### config.mk
export PLATFORM = sky130hd
export DESIGN_NAME = utf8_stream_decoder_validator
export DESIGN_NICKNAME = d
export VERILOG_FILES = /design/src/sv/utf8dv_pkg.sv /design/src/sv/utf8_stream_decoder_validator.sv
export SDC_FILE = /design/constraint.sdc
export NUM_CORES = 1
export LEC_CHECK = 0
export BUFFER_PORTS_ARGS = -buffer_cell sky130_fd_sc_hd__buf_2
export CORE_MARGIN = 8
export CORE_UTILIZATION = 40
export CTS_CLUSTER_SIZE = 24
export DETAILED_ROUTE_END_ITERATION = 7
export SLEW_MARGIN = 15
export SYNTH_ARGS = -nofsm -noshare
export SYNTH_HDL_FRONTEND = slang
export SYNTH_SLANG_ARGS = --single-unit
### constraint.sdc
create_clock -name clk_i -period 3.2 [get_ports clk_i]
set_input_delay 0.32 -clock clk_i [delete_from_list [all_inputs] [get_ports clk_i]]
set_output_delay 0.32 -clock clk_i [all_outputs]
set_load 0.005 [all_outputs]
### src/sv/utf8dv_pkg.sv
// Shared types and constants for the UTF-8 stream decoder and validator.
package utf8dv_pkg;

  localparam int unsigned CpW = 21;

  // decoder modes
  localparam logic [1:0] MODE_IDLE = 2'd0;
  localparam logic [1:0] MODE_CONT = 2'd1;
  localparam logic [1:0] MODE_SKIP = 2'd2;

  localparam logic [7:0] ByteAsciiLim = 8'h80;
  localparam logic [7:0] ByteContLim  = 8'hC0;
  localparam logic [7:0] ByteLeadMin  = 8'hC2;
  localparam logic [7:0] ByteLead3    = 8'hE0;
  localparam logic [7:0] ByteLead4    = 8'hF0;
  localparam logic [7:0] ByteLeadLim  = 8'hF5;

  localparam logic [CpW-1:0] SurrLo  = 21'h00D800;
  localparam logic [CpW-1:0] SurrHi  = 21'h00DFFF;
  localparam logic [CpW-1:0] Lim2    = 21'h000800;  // 1 << (5 + 6)
  localparam logic [CpW-1:0] Lim3    = 21'h010000;  // 1 << (4 + 6 + 6)
  localparam logic [CpW-1:0] CpMax   = 21'h10FFFF;

  typedef struct packed {
    logic [CpW-1:0] cp;
    logic           err;
    logic           last;
  } result_t;

endpackage

### src/sv/utf8_stream_decoder_validator.sv
// UTF-8 byte stream decoder and validator with a four-entry result queue.
// Each result is registered in the queue and presented in order behind any older results.
// Throughput: one byte per cycle while in_stall_o is low; a byte that yields two results (bad
// continuation re-handled as a lead) needs two output beats from the queue.
// in_stall_o rises while fewer than two queue slots are free.
// Reset clears the decode state and empties the result queue.
module utf8_stream_decoder_validator (
  input  logic                         clk_i,
  input  logic                         rst_ni,
  input  logic                         in_valid_i,
  output logic                         in_stall_o,
  input  logic [7:0]                   data_byte_i,
  input  logic                         end_of_buffer_i,
  output logic                         out_valid_o,
  input  logic                         out_stall_i,
  output logic [utf8dv_pkg::CpW-1:0]   code_point_o,
  output logic                         error_o,
  output logic                         last_of_run_o
);
  import utf8dv_pkg::*;

  localparam int unsigned QDepth = 4;
  localparam int unsigned PtrW   = $clog2(QDepth);

  logic [1:0]     mode_q, mode_d;
  logic [1:0]     rem_q, rem_d;
  logic [2:0]     len_q, len_d;
  logic [CpW-1:0] acc_q, acc_d;

  result_t        q_mem [QDepth];
  logic [PtrW-1:0] wr_ptr_q, rd_ptr_q;
  logic [PtrW:0]   count_q, count_d;

  logic in_acc, out_acc;
  logic [1:0] n_res;
  result_t res0, res1;

  // lead byte handling
  logic           ld_emit, ld_err;
  logic [CpW-1:0] ld_cp;
  logic [1:0]     ld_mode;
  logic           ld_set;
  logic [2:0]     ld_len;
  logic [CpW-1:0] ld_acc;

  logic           is_cont, is_start;
  logic [CpW-1:0] cont_acc;
  logic [1:0]     cont_rem;

  function automatic logic value_ok(input logic [CpW-1:0] v, input logic [2:0] len);
    logic ok;
    if (v >= SurrLo && v <= SurrHi) ok = 1'b0;
    else if (v < Lim2) ok = (len == 3'd2);
    else if (v < Lim3) ok = (len == 3'd3);
    else ok = (len == 3'd4) && (v <= CpMax);
    return ok;
  endfunction

  assign in_stall_o  = count_q > (PtrW+1)'(QDepth - 2);
  assign in_acc      = in_valid_i && !in_stall_o;
  assign out_valid_o = count_q != '0;
  assign out_acc     = out_valid_o && !out_stall_i;

  assign code_point_o  = q_mem[rd_ptr_q].cp;
  assign error_o       = q_mem[rd_ptr_q].err;
  assign last_of_run_o = q_mem[rd_ptr_q].last;

  assign is_cont  = data_byte_i >= ByteAsciiLim && data_byte_i < ByteContLim;
  assign is_start = data_byte_i <= ByteAsciiLim ||
                    (data_byte_i >= ByteLeadMin && data_byte_i < ByteLeadLim);
  assign cont_acc = {acc_q[CpW-7:0], data_byte_i[5:0]};
  assign cont_rem = rem_q - 2'd1;

  always_comb begin
    ld_emit = 1'b1;
    ld_err  = 1'b1;
    ld_cp   = '0;
    ld_set  = 1'b0;
    ld_len  = 3'd2;
    ld_acc  = '0;
    ld_mode = MODE_IDLE;
    if (data_byte_i < ByteAsciiLim) begin
      ld_err = 1'b0;
      ld_cp  = {{(CpW-8){1'b0}}, data_byte_i};
    end else if (data_byte_i >= ByteLeadMin && data_byte_i < ByteLeadLim) begin
      ld_set = 1'b1;
      if (data_byte_i < ByteLead3)      ld_len = 3'd2;
      else if (data_byte_i < ByteLead4) ld_len = 3'd3;
      else                              ld_len = 3'd4;
      ld_acc  = {{(CpW-8){1'b0}}, data_byte_i & (8'h7F >> ld_len)};
      ld_emit = end_of_buffer_i;
      ld_mode = end_of_buffer_i ? MODE_IDLE : MODE_CONT;
    end else begin
      ld_mode = end_of_buffer_i ? MODE_IDLE : MODE_SKIP;
    end
  end

  always_comb begin
    mode_d = mode_q;
    rem_d  = rem_q;
    len_d  = len_q;
    acc_d  = acc_q;
    n_res  = 2'd0;
    res0   = '{cp: '0, err: 1'b1, last: 1'b1};
    res1   = '{cp: '0, err: 1'b1, last: 1'b1};
    if (in_acc) begin
      if (mode_q == MODE_CONT && is_cont) begin
        acc_d = cont_acc;
        rem_d = cont_rem;
        if (cont_rem == 2'd0) begin
          n_res  = 2'd1;
          mode_d = MODE_IDLE;
          if (value_ok(cont_acc, len_q)) begin
            res0.cp  = cont_acc;
            res0.err = 1'b0;
          end
        end else if (end_of_buffer_i) begin
          n_res  = 2'd1;
          mode_d = MODE_IDLE;
        end
      end else if (mode_q == MODE_SKIP && !is_start) begin
        if (end_of_buffer_i) mode_d = MODE_IDLE;
      end else begin
        // lead byte; after MODE_CONT this is a bad continuation: flag it, then treat the byte as a lead
        mode_d = ld_mode;
        if (ld_set) begin
          len_d = ld_len;
          rem_d = 2'(ld_len - 3'd1);
          acc_d = ld_acc;
        end
        if (mode_q == MODE_CONT) begin
          res0.last = !ld_emit;
          res1.cp   = ld_cp;
          res1.err  = ld_err;
          n_res     = ld_emit ? 2'd2 : 2'd1;
        end else begin
          res0.cp  = ld_cp;
          res0.err = ld_err;
          n_res    = ld_emit ? 2'd1 : 2'd0;
        end
      end
    end
    count_d = count_q + (PtrW+1)'(n_res) - (PtrW+1)'(out_acc);
  end

  always_ff @(posedge clk_i or negedge rst_ni) begin
    if (!rst_ni) begin
      mode_q   <= MODE_IDLE;
      rem_q    <= '0;
      len_q    <= '0;
      acc_q    <= '0;
      wr_ptr_q <= '0;
      rd_ptr_q <= '0;
      count_q  <= '0;
    end else begin
      mode_q   <= mode_d;
      rem_q    <= rem_d;
      len_q    <= len_d;
      acc_q    <= acc_d;
      wr_ptr_q <= wr_ptr_q + PtrW'(n_res);
      rd_ptr_q <= rd_ptr_q + PtrW'(out_acc);
      count_q  <= count_d;
    end
  end

  always_ff @(posedge clk_i) begin
    if (n_res != 2'd0) q_mem[wr_ptr_q] <= res0;
    if (n_res == 2'd2) q_mem[wr_ptr_q + PtrW'(1)] <= res1;
  end

  a_count_bound: assert property (@(posedge clk_i) disable iff (!rst_ni)
    count_q <= (PtrW+1)'(QDepth))
    else $error("result queue overflow");

  a_err_zero_cp: assert property (@(posedge clk_i) disable iff (!rst_ni)
    out_valid_o && error_o |-> code_point_o == '0)
    else $error("error result carries a code point");

  a_eob_idle: assert property (@(posedge clk_i) disable iff (!rst_ni)
    in_acc && end_of_buffer_i |=> mode_q == MODE_IDLE)
    else $error("decoder not idle after end of buffer");

  a_mode_legal: assert property (@(posedge clk_i) disable iff (!rst_ni)
    mode_q != 2'd3)
    else $error("unused decode mode reached");

endmodule

==> impl_results.md, run 1 <==
- Status: completed
- Placed cells: 739
- Core area: 13,900 sq um
- Final setup viols: 0
- First-pass GRT wire length: 24,600 um
- Reg2reg setup slack: 440 ps
- Largest family of logic cells by synthesized area: simple AND/OR/NAND/NOR gates
- Clock sink count: 121
- Mux contribution to synthesized area: 0.104
- Compound-gate portion of the synthesized area: 0.133
- Leak: 0.00267 uW
- RSZ-0062 raised after global routing: no
- YS warnings: 0
- R2r endpoint: count_q[2]$_DFF_PN0_
- Worst hold path class: in -> reg
- Synthesized net count: 539
- CP endpoint kind: flop
- Yosys reg bits: 121
- 1st-iter DRT viols: 400
- Clk_skew: 6.81 ps
- Area share of fa/ha/maj cells after synthesis: 0.0187
- Async S/R FF share, synth: 0.240
- Remaining routing DRC violations: 0
- DRT Wirelength: 15,100 um
- Main flop type after synthesis: dfxtp_1
- Min-Delay Path Depth: 2
- Grt total ovfl: 0
- Chip height: 136 um
- Reg clk slew, reported paths: 50 ps
- Simple-gate share of the synthesized area: 0.184
- Critical path class: in -> reg
- Pin count of the biggest net entering global routing: 41
- I/O pin total: 38
- Worst vdd ir: 0.000393 V
- Period Utilization, post-route: 0.912
- CTS tree: yes
- Clock tree buffer depth: 2
- # port buffers: 37
- Sequential area share after synthesis: 0.510
- F_max: 0.343 GHz
- Layout cells sized above 1: 0.275
- Final min period: 2920 ps
- Die W: 136 um
- CTS buffer count: 17
- Layout area overhead: 20.6%
- Gp weighted congestion: 0.858
- Yosys cell types: 68
- 1st-pass router iterations: 5
- Nets@finish: 600
- Crit-path max FO: 3
- Clk Latency, worst-skew pair: 420 ps
- Setup TNS: 0 ps
- Post-synth EDFFs: 36
- Die Area: 18,400 sq um
- Max-slew violation total from the final report: 0
- Ant diodes: 0
- GRT Util Overall: 0.175
- CP Launch Type: input pin
- DP HPWL: 10,100 um
- Setup Buffers After CTS: 0
- Root buffer cell: clkbuf_16
- DR vias: 4,378
- Synth Instances: 518
- # Max-Cap Violations: 0
- Vias per inst: 5.67
- Fin cells: 772
- Final hold violations: 0
- Final Instance Area: 6920 sq um
- Tot Pwr: 5350 uW
- Worst Hold End: mode_q[0]$_DFFE_PN0P_
- Worst min-delay path startpoint: end_of_buffer_i
- WP data arrival: 3250 ps
- H-tree depth: 4
- Data required, critical path: 3530 ps
- Post-Synthesis Cell Area: 5740 sq um
- Slew @ Worst Pin: 793 ps
- Vias in the first global route: 4,526
- Initial antenna violation count: 1
- Instance area at placement: 6350 sq um
- Hold_buf cts: 1
- Row count: 43
- Worst reg2reg path depth: 12
- Power per cell area: 773 nW/um^2
- Number of antenna-violating nets in the routed design: 0
- Cts repair resizes: 0
- Starting Density: 0.412
- R2r startpoint: mode_q[0]$_DFFE_PN0P_
- DR WL/cell: 19.6 um
- Final Core Density: 0.497
- Slew HR: 0.466
- Post-synthesis xor/xnor area fraction: 0.00763
- Mean Syn Cell Area: 11.1 sq um
worst max path at each step:
stage | startpoint | end | slack, ps | cells past startpoint
finish | data_byte_i[2] | count_q[2]$_DFF_PN0_ | 280 | 15
global placement | data_byte_i[2] | count_q[2]$_DFF_PN0_ | -80 | 15
floorplan | data_byte_i[5] | count_q[2]$_DFF_PN0_ | -40 | 15
detailed placement | data_byte_i[2] | count_q[2]$_DFF_PN0_ | -150 | 15
CTS | data_byte_i[2] | count_q[2]$_DFF_PN0_ | 270 | 15
global route | data_byte_i[3] | count_q[2]$_DFF_PN0_ | 90 | 15
metal layers:
layer / vias up / wire length (um) / track usage
met5: - / 13 / 0
met4: 2 / 332 / 0.0783
met3: 26 / 994 / 0.0453
met2: 137 / 7350 / 0.280
met1: 2179 / 6430 / 0.217
li1: 2034 / - / -
where the power goes:
group,internal [uW],switching (uW)
Sequential,1810,230
Clock,1100,679
Combinational,691,846
cell type report:
cell class	count	area, sq um
flip-flops and latches	121	2930
well taps	180	225
fillers	1245	7010
clock inverters	10	62.6
clock buffers	22	497
inverters	10	37.5
repair buffers	82	563
multi-input cells	347	2610
sequential cells by signal (all words and copies together) (netlist names):
| register | cells |
|---|---|
| rd_ptr_q | 2 |
| count_q | 3 |
| wr_ptr_q | 2 |
| mode_q | 2 |
| q_mem | 92 |
| len_q | 3 |
| rem_q | 2 |
| acc_q | 15 |
worst max-delay path, stage by stage:
cell      delay (ps)
buf_2            120
o211ai_1         290
o22ai_4          120
or3_4            410
ha_4             290
mux2i_4           60
or2_1            240
and2b_1          220
inv_1             50
ha_1             260
inv_1             40
ha_1             180
fa_2             340
xnor2_1          180
xnor2_1          140
logic make-up after synthesis:
| kind of cell | Yosys count |
|---|---|
| xor+xnor | 5 |
| fa+ha+maj | 8 |
| compound gates | 108 |
| simple gates | 196 |
| flops | 121 |
| mux | 30 |
| buf+inv | 50 |
per-stage QoR:
step	worst slack [ps]	hold WS (ps)
2_1_floorplan	-40.7	24.4
3_3_place_gp	-75.9	396
3_5_place_dp	-150	410
4_1_cts	270	143
5_1_grt	86.2	182
6_report	281	176
cells in the mapped netlist, drive strengths merged (4+ instances only):
master,n,area share
and2,28,0.031
o21ai,12,0.010
nor3,5,0.0052
nand2,64,0.044
clkbuf,17,0.011
nand4,6,0.012
ha,7,0.015
nor2b,5,0.0054
or2,4,0.0044
inv,10,0.0065
o22ai,11,0.015
mux4,23,0.090
nor4,4,0.0044
mux2,5,0.0098
buf,23,0.025
dfrtp,29,0.13
nand3,42,0.040
a22o,24,0.037
nor2,20,0.014
edfxtp,36,0.19
dfxtp,56,0.20
a21oi,42,0.037
layout by cell type (no fill, tap or decap), types with 23 or more instances in the layout:
master    synthesis  routed
a21oi_1          42      42
a22o_1           24      24
and2_1           28      28
buf_2            12      37
buf_4             6      41
dfrtp_1          29      29
dfxtp_1          56      56
edfxtp_1         36      36
mux4_2           23      23
nand2_1          62      62
nand3_1          40      40
Note: power is estimated with default switching activity, not from simulation.
==> run 2: changes to the inputs <==
Settings changed: ABC_AREA set to 1.
==> run 2 against run 1 <==
Compared with the run above:
- worst setup slack improved by 240 ps
- first-iteration DRC count rose by 30%
- non-clock buffer count decreased by 21
- highest routed layer is now met4
- area after synthesis rose by 5.2%
- hold slack gained 56 ps
- final cell count increased by 28%
==> impl_results.md, run 2 <==
- Setup TNS: 0 ps (unchanged)
- Final Core Density: 0.465 (was 0.497)
- Worst vdd ir: 0.000469 V (was 0.000393 V)
- CP Buf/Inv Count: 2 (was 3)
- Max reg flops: 92 (unchanged)
- Pin count of the biggest net entering global routing: 55 (was 41)
- Die W: 139 um (was 136 um)
- DP HPWL: 11,500 um (was 10,100 um)
- Synth top area share: 0.186 (was 0.195)
- Max-slew violation total from the final report: 0 (unchanged)
- Crit path max-delay family: simple AND/OR/NAND/NOR gates (was adder cells)
- Status: completed (unchanged)
- Nets@finish: 813 (was 600)
- Post-synth top cells: nand3_1 (163), nand2_1 (120), o21ai_0 (95) (was nand2_1 (62), dfxtp_1 (56), a21oi_1 (42))
- Initial antenna violation count: 0 (was 1)
- # Max-Cap Violations: 0 (unchanged)
- Cts repair resizes: 0 (unchanged)
- Row count: 45 (was 43)
- F_max: 0.373 GHz (was 0.343 GHz)
- Max stage delay on crit path: 490 ps (was 410 ps)
- Reg clk slew, reported paths: 50 ps (about the same)
- Worst hold path class: in -> reg (unchanged)
- I/O pin total: 38 (unchanged)
- Vias in the first global route: 5,409 (was 4,526)
- Most flop-heavy register: q_mem (unchanged)
- Data required, critical path: 3440 ps (was 3530 ps)
- Highest routed layer: met4 (was met5)
- CP endpoint kind: flop (unchanged)
- Mean Syn Cell Area: 7.94 sq um (was 11.1 sq um)
- Regs by FF count: q_mem x92, acc_q x15 (unchanged)
- Slew @ Worst Pin: 785 ps (was 793 ps)
- Commonest cells after routing, fill and taps aside: nand3_1 (163), nand2_1 (120), o21ai_0 (95), nor2_1 (85), dfxtp_1 (56) (was nand2_1 (62), dfxtp_1 (56), a21oi_1 (42), buf_4 (41), nand3_1 (40))
- DRT Wirelength: 17,700 um (was 15,100 um)
- CTS tree: yes (unchanged)
- Met1 wire length: 7780 um (was 6430 um)
- Root buffer cell: clkbuf_16 (unchanged)
- Yosys cell types: 34 (was 68)
- Commonest non-fill, non-tap cell in the layout: nand3_1 (was nand2_1)
- YS warnings: 0 (unchanged)
- Met3 wire length: 1310 um (was 994 um)
- Critical path class: reg -> reg (was in -> reg)
- Clk Latency, worst-skew pair: 420 ps (about the same)
- Synth Instances: 761 (was 518)
- CTS buffer count: 17 (unchanged)
- Clock tree buffer depth: 2 (unchanged)
- Worst setup margin: 516 ps (was 281 ps)
- Tot Pwr: 6160 uW (was 5350 uW)
- Main flop type after synthesis: dfxtp_1 (unchanged)
- Sequential area share after synthesis: 0.485 (was 0.510)
- Power per cell area: 885 nW/um^2 (was 773 nW/um^2)
- Top area cells in the synthesized netlist: dfxtp_1 (19%), edfxtp_1 (18%), nand3_1 (14%), dfrtp_1 (12%), o21ai_0 (7.9%) (was dfxtp_1 (20%), edfxtp_1 (19%), dfrtp_1 (13%), mux4_2 (9.0%), nand2_1 (4.1%))
- Vias per inst: 5.58 (was 5.67)
- Period Utilization, post-route: 0.839 (was 0.912)
- Instance area at placement: 6380 sq um (was 6350 sq um)
- DP Worst Slack: 281 ps (was -150 ps)
- Post-synth EDFFs: 36 (unchanged)
- Crit-path max FO: 54 (was 3)
- Layout cells sized above 1: 0.129 (was 0.275)
- RSZ-0062 raised after global routing: no (unchanged)
- Gp weighted congestion: 0.861 (was 0.858)
- DR vias: 5,539 (was 4,378)
- WP data arrival: 2930 ps (was 3250 ps)
- GRT Util Overall: 0.189 (was 0.175)
- Final setup viols: 0 (unchanged)
- CP Launch Type: flop (was input pin)
- Critical-path cell list: a21oi_1 > nand2_1 > inv_1 > nand4_4 > nand2_4 > buf_4 > nand3_1 > o21ai_0 (was buf_2 > o211ai_1 > o22ai_4 > or3_4 > ha_4 > mux2i_4 > or2_1 > and2b_1 > inv_1 > ha_1 > inv_1 > ha_1 > fa_2 > xnor2_1 > xnor2_1)
- Most frequent cell after synthesis: nand3_1 (was nand2_1)
- Async S/R FF share, synth: 0.240 (unchanged)
- Synthesized net count: 782 (was 539)
- Remaining routing DRC violations: 0 (unchanged)
- Leak: 0.00298 uW (was 0.00267 uW)
- 1st-pass router iterations: 5 (unchanged)
- H-tree depth: 4 (unchanged)
- Final hold violations: 0 (unchanged)
- Post-Synthesis Cell Area: 6040 sq um (was 5740 sq um)
- Final min period: 2680 ps (was 2920 ps)
- First-pass GRT wire length: 29,000 um (was 24,600 um)
- Clk_skew: 12.8 ps (was 6.81 ps)
- Die Area: 19,300 sq um (was 18,400 sq um)
- DR WL/cell: 17.8 um (was 19.6 um)
- Core area: 15,000 sq um (was 13,900 sq um)
- Number of antenna-violating nets in the routed design: 0 (unchanged)
- Slowest CP cell: buf_4 (was or3_4)
- Metal2 WL: 8380 um (was 7350 um)
- Starting Density: 0.403 (was 0.412)
- Synth area leader: dfxtp_1 (unchanged)
- Grt total ovfl: 0 (unchanged)
- Slew HR: 0.471 (was 0.466)
- # port buffers: 37 (unchanged)
- Yosys reg bits: 121 (unchanged)
- Final Instance Area: 6960 sq um (was 6920 sq um)
- Ant diodes: 0 (unchanged)
- Clock sink count: 121 (unchanged)
- 1st-iter DRT viols: 518 (was 400)
- Chip height: 139 um (was 136 um)
- Layout area overhead: 15.2% (was 20.6%)
## run 2: path summary, 6_finish.rpt
path | startpoint | endpoint | slack [ps] | cells after the start
worst max register to register | count_q[0]$_DFF_PN0_ | q_mem[2][6]$_DFFE_PP_ | 520 | 8
worst min-delay path | data_byte_i[0] | acc_q[0]$_DFFE_PN0P_ | 230 | 3
min in group asynchronous | rst_ni | mode_q[1]$_DFFE_PN0P_ | 480 | 2
worst min register to register | q_mem[2][0]$_SDFFE_PP1N_ | q_mem[2][0]$_SDFFE_PP1N_ | 460 | 2
max in group asynchronous | rst_ni | rd_ptr_q[1]$_DFF_PN0_ | 2280 | 2
worst max-delay path | count_q[0]$_DFF_PN0_ | q_mem[2][6]$_DFFE_PP_ | 520 | 8
## run 2: report_power, final
group	internal (uW)	switching (uW)	leakage (uW)	total, uW
registers	1830	136	0.00116	1970
logic	719	1630	0.00154	2350
clock network	1160	678	0.000287	1840
## run 2: routing by layer
layer | track usage | vias up
met5 | 0 | -
met4 | 0.0601 | 0
met3 | 0.0448 | 28
met2 | 0.303 | 198
met1 | 0.246 | 2635
li1 | - | 2678
## run 2: repair_timing
| action | in CTS | in global routing |
|---|---|---|
| hold buffers | 1 | 0 |
| hold endpoints to repair | 29 | 0 |
| setup buffers | 0 | 0 |
## run 2: cell families (layout without fill, tap and decap cells)
family                   count (synthesis)  after routing  synth area share
AO/OA/AOI/OAI                          136            136             0.119
XOR/XNOR                                 5              5           0.00725
adder cells (fa/ha/maj)                  8              8            0.0178
buffers and inverters                   92            135            0.0690
flip-flops                             121            121             0.485
AND/OR/NAND/NOR                        399            399             0.303
## run 2: area by class of cell
class / instances / area (sq um)
fillers: 1482 / 8020
repair buffers: 61 / 368
multi-input cells: 548 / 2700
inverters: 43 / 161
well taps: 188 / 235
clock inverters: 5 / 30.0
flip-flops and latches: 121 / 2930
clock buffers: 26 / 542
## run 2: worst register-to-register path, delay by kind of cell (launching register included)
| family | cells | cell delay (ps) |
|---|---|---|
| and+or+nand+nor | 4 | 910 |
| buffers and inverters | 2 | 830 |
| AOI/OAI and AO/OA | 2 | 380 |
| DFF | 1 | 390 |
## run 2: per-stage QoR
stage / hold slack, ps / std cells
final: 232 / 992
after global routing: 249 / 992
after CTS: 214 / 992
after detailed placement: 405 / 960
after global placement: 395 / 960
after floorplan: 24.4 / 761
==> run 3: changes to the inputs <==
Settings changed: ABC_AREA 1 to 0.
Clock period 3.2 ns to 2.8 ns, I/O delays scaled along.
==> run 3 against run 2 <==
Compared with the run above:
- non-clock buffer count is 43 higher
- flip-flop and latch count unchanged
- clock skew fell by 2.8 ps
- die area shrank 4.4%
- largest power group is now sequential cells
- via count fell by 20%
- core utilization increased by 4.9 points
- critical path depth is 7 higher
- the run now ends with setup timing left
- sequential share of layout area shrank 1.1 points
- power is 1.7% higher
==> impl_results.md, run 3 (synthesis results as in run 1) <==
- Die W: 136 um (was 139 um)
- Worst vdd ir: 0.000492 V (was 0.000469 V)
- Row count: 43 (was 45)
- Commonest non-fill, non-tap cell in the layout: nand2_1 (was nand3_1)
- Data required, critical path: 3100 ps (was 3440 ps)
- Worst Hold Slack: 199 ps (was 232 ps)
- Clk pwr share: 0.327 (was 0.298)
- CTS buffer count: 17 (unchanged)
- Crit-path max FO: 3 (was 54)
- WP data arrival: 3140 ps (was 2930 ps)
- Worst hold path class: in -> reg (unchanged)
- Leak: 0.00280 uW (was 0.00298 uW)
- CTS tree: yes (unchanged)
- Clock tree buffer depth: 2 (unchanged)
- Sw frac: 0.323 (was 0.397)
- RSZ-0062 raised after global routing: yes (was no)
- Root buffer cell: clkbuf_16 (unchanged)
- Switching power: 2020 uW (was 2450 uW)
- Max stage delay on crit path: 410 ps (was 490 ps)
- Number of antenna-violating nets in the routed design: 0 (unchanged)
- Clk Latency, worst-skew pair: 420 ps (about the same)
- Regs by FF count: q_mem x92, acc_q x15 (unchanged)
- Seq pwr share: 0.373 (was 0.320)
- Top cell by count, worst path: inv_1
- Final min period: 2840 ps
- I/O pin total: 38 (unchanged)
- GRT Util Overall: 0.175 (was 0.189)
- Layout area overhead: 24.6% (was 15.2%)
- Initial antenna violation count: 0 (unchanged)
- Power per cell area: 876 nW/um^2 (was 885 nW/um^2)
- Max reg flops: 92 (unchanged)
- Chip height: 136 um (was 139 um)
- Slew HR: 0.529 (was 0.471)
- F_max: 0.352 GHz
- Commonest cells after routing, fill and taps aside: nand2_1 (62), buf_4 (61), dfxtp_1 (56), a21oi_1 (42), nand3_1 (40) (was nand3_1 (163), nand2_1 (120), o21ai_0 (95), nor2_1 (85), dfxtp_1 (56))
- Layout cells sized above 1: 0.308 (was 0.129)
- DR WL/cell: 19.4 um (was 17.8 um)
- Slew @ Worst Pin: 707 ps (was 785 ps)
- Fill count: 1,217 (was 1,482)
- Core area: 13,900 sq um (was 15,000 sq um)
- First-pass GRT wire length: 24,600 um (was 29,000 um)
- DRT Wirelength: 15,400 um (was 17,700 um)
- 1st-iter DRT viols: 392 (was 518)
- Critical-path cell list: buf_6 > o211ai_1 > o22ai_4 > or3_4 > ha_4 > mux2i_4 > or2_1 > and2b_1 > inv_1 > ha_1 > inv_1 > ha_2 > fa_2 > xnor2_2 > xnor2_1 (was a21oi_1 > nand2_1 > inv_1 > nand4_4 > nand2_4 > buf_4 > nand3_1 > o21ai_0)
- Nets@finish: 622 (was 813)
- Failing checks: setup timing
- # Max-Cap Violations: 0 (unchanged)
- Cell Int Power: 4240 uW (was 3710 uW)
- Final setup viols: 1 (was 0)
- Clock sink count: 121 (unchanged)
- Starting Density: 0.412 (was 0.403)
- Remaining routing DRC violations: 0 (unchanged)
- Gp weighted congestion: 0.884 (was 0.861)
- Pin count of the biggest net entering global routing: 30 (was 55)
- CP Launch Type: input pin (was flop)
- Period Utilization, post-route: 1.02
- Die Area: 18,400 sq um (was 19,300 sq um)
- DR vias: 4,447 (was 5,539)
- Max-slew violation total from the final report: 0 (unchanged)
- Reg clk slew, reported paths: 50 ps (about the same)
- H-tree depth: 4 (unchanged)
- Status: finished with violations (was completed)
- Vias in the first global route: 4,473 (was 5,409)
- Slowest CP cell: or3_4 (was buf_4)
- Combinational share of power: 0.299 (was 0.382)
- # port buffers: 37 (unchanged)
- Grt total ovfl: 0 (unchanged)
- Clk_skew: 9.99 ps (was 12.8 ps)
- CP endpoint kind: flop (unchanged)
- Final hold violations: 0 (unchanged)
- Ant diodes: 0 (unchanged)
- Most flop-heavy register: q_mem (unchanged)
- DP HPWL: 10,500 um (was 11,500 um)
- 1st-pass router iterations: 8 (was 5)
- Vias per inst: 5.60 (was 5.58)
- Critical path class: in -> reg (was reg -> reg)
- Worst setup margin: -42.3 ps (was 516 ps)
- DP Worst Slack: -497 ps (was 281 ps)
-- run 3: cell count changes in the layout (fill, tap and decap cells not counted), moves of 6 or more --
| cell | change |
|---|---|
| a22o_1 | +24 |
| a21oi_1 | +38 |
| inv_1 | -32 |
| nand2_1 | -58 |
| buf_4 | +38 |
| mux4_2 | +23 |
| nor2_1 | -66 |
| nand3_1 | -123 |
| and2_1 | +28 |
| o21ai_0 | -87 |
| o21ai_1 | -6 |
| o22ai_1 | -16 |
-- run 3: repair_timing --
item	4_1_cts	5_1_grt
pin swaps	9	9
resized for setup	4	1
setup buffers	1	3
setup endpoints to repair	1	1
hold endpoints to repair	29	0
hold buffers	1	0
-- run 3: stage by stage --
stage	cell area, sq um	utilization	std cells	power [uW]	TNS [ps]
after global placement	6520	0.468	757	4140	-3490
after detailed placement	6520	0.468	757	4210	-8170
final	7150	0.513	794	6260	-42.3
after floorplan	5810	-	518	3490	-637
after CTS	7120	0.511	791	6290	0
after global routing	7150	0.513	794	6570	-131
-- run 3: power groups by stage --
| stage | combinational [uW] | sequential (uW) | clock, uW |
|---|---|---|---|
| final | 1880 | 2340 | 2050 |
| after global routing | 2050 | 2370 | 2150 |
| after CTS | 1890 | 2330 | 2080 |
| after detailed placement | 1850 | 2360 | 0 |
| after global placement | 1800 | 2350 | 0 |
| after floorplan | 1270 | 2210 | 0 |
-- run 3: layout make-up --
type,instances,area [sq um],area share
clock buffer,26,531,0.0742
multi-input combinational,347,2630,0.368
timing repair buffer,104,766,0.107
inverter,10,37.5,0.00525
sequential,121,2930,0.409
tap,180,225,0.0315
clock inverter,6,35.0,0.00490
-- run 3: layer usage --
layer | vias to the layer above | wire length (um) | part of all wire | GRT usage
li1 | 2075 | - | - | -
met4 | 0 | 182 | 0.012 | 0.0561
met1 | 2233 | 6850 | 0.44 | 0.226
met5 | - | 0 | 0 | 0
met3 | 16 | 887 | 0.058 | 0.0460
met2 | 123 | 7500 | 0.49 | 0.278
-- run 3: path summary, 6_finish.rpt --
path / start / endpoint / slack, ps / cells after the start
worst min register to register: q_mem[0][21]$_SDFFE_PP0N_ / q_mem[0][21]$_SDFFE_PP0N_ / 450 / 2
worst max register to register: mode_q[0]$_DFFE_PN0P_ / count_q[2]$_DFF_PN0_ / 120 / 12
worst min-delay path: end_of_buffer_i / mode_q[0]$_DFFE_PN0P_ / 200 / 3
worst max-delay path: data_byte_i[2] / count_q[2]$_DFF_PN0_ / -40 / 15
max in group asynchronous: rst_ni / wr_ptr_q[1]$_DFF_PN0_ / 1890 / 2
min in group asynchronous: rst_ni / acc_q[9]$_DFFE_PN0P_ / 450 / 2
-- run 3: critical path: cells and delay by family --
family | cells | cell delay (ps)
AOI/OAI and AO/OA | 2 | 400
xor gates and xnor gates | 2 | 260
adders and majority gates | 4 | 1070
buffers and inverters | 3 | 180
muxes | 1 | 60
and+or+nand+nor | 3 | 870
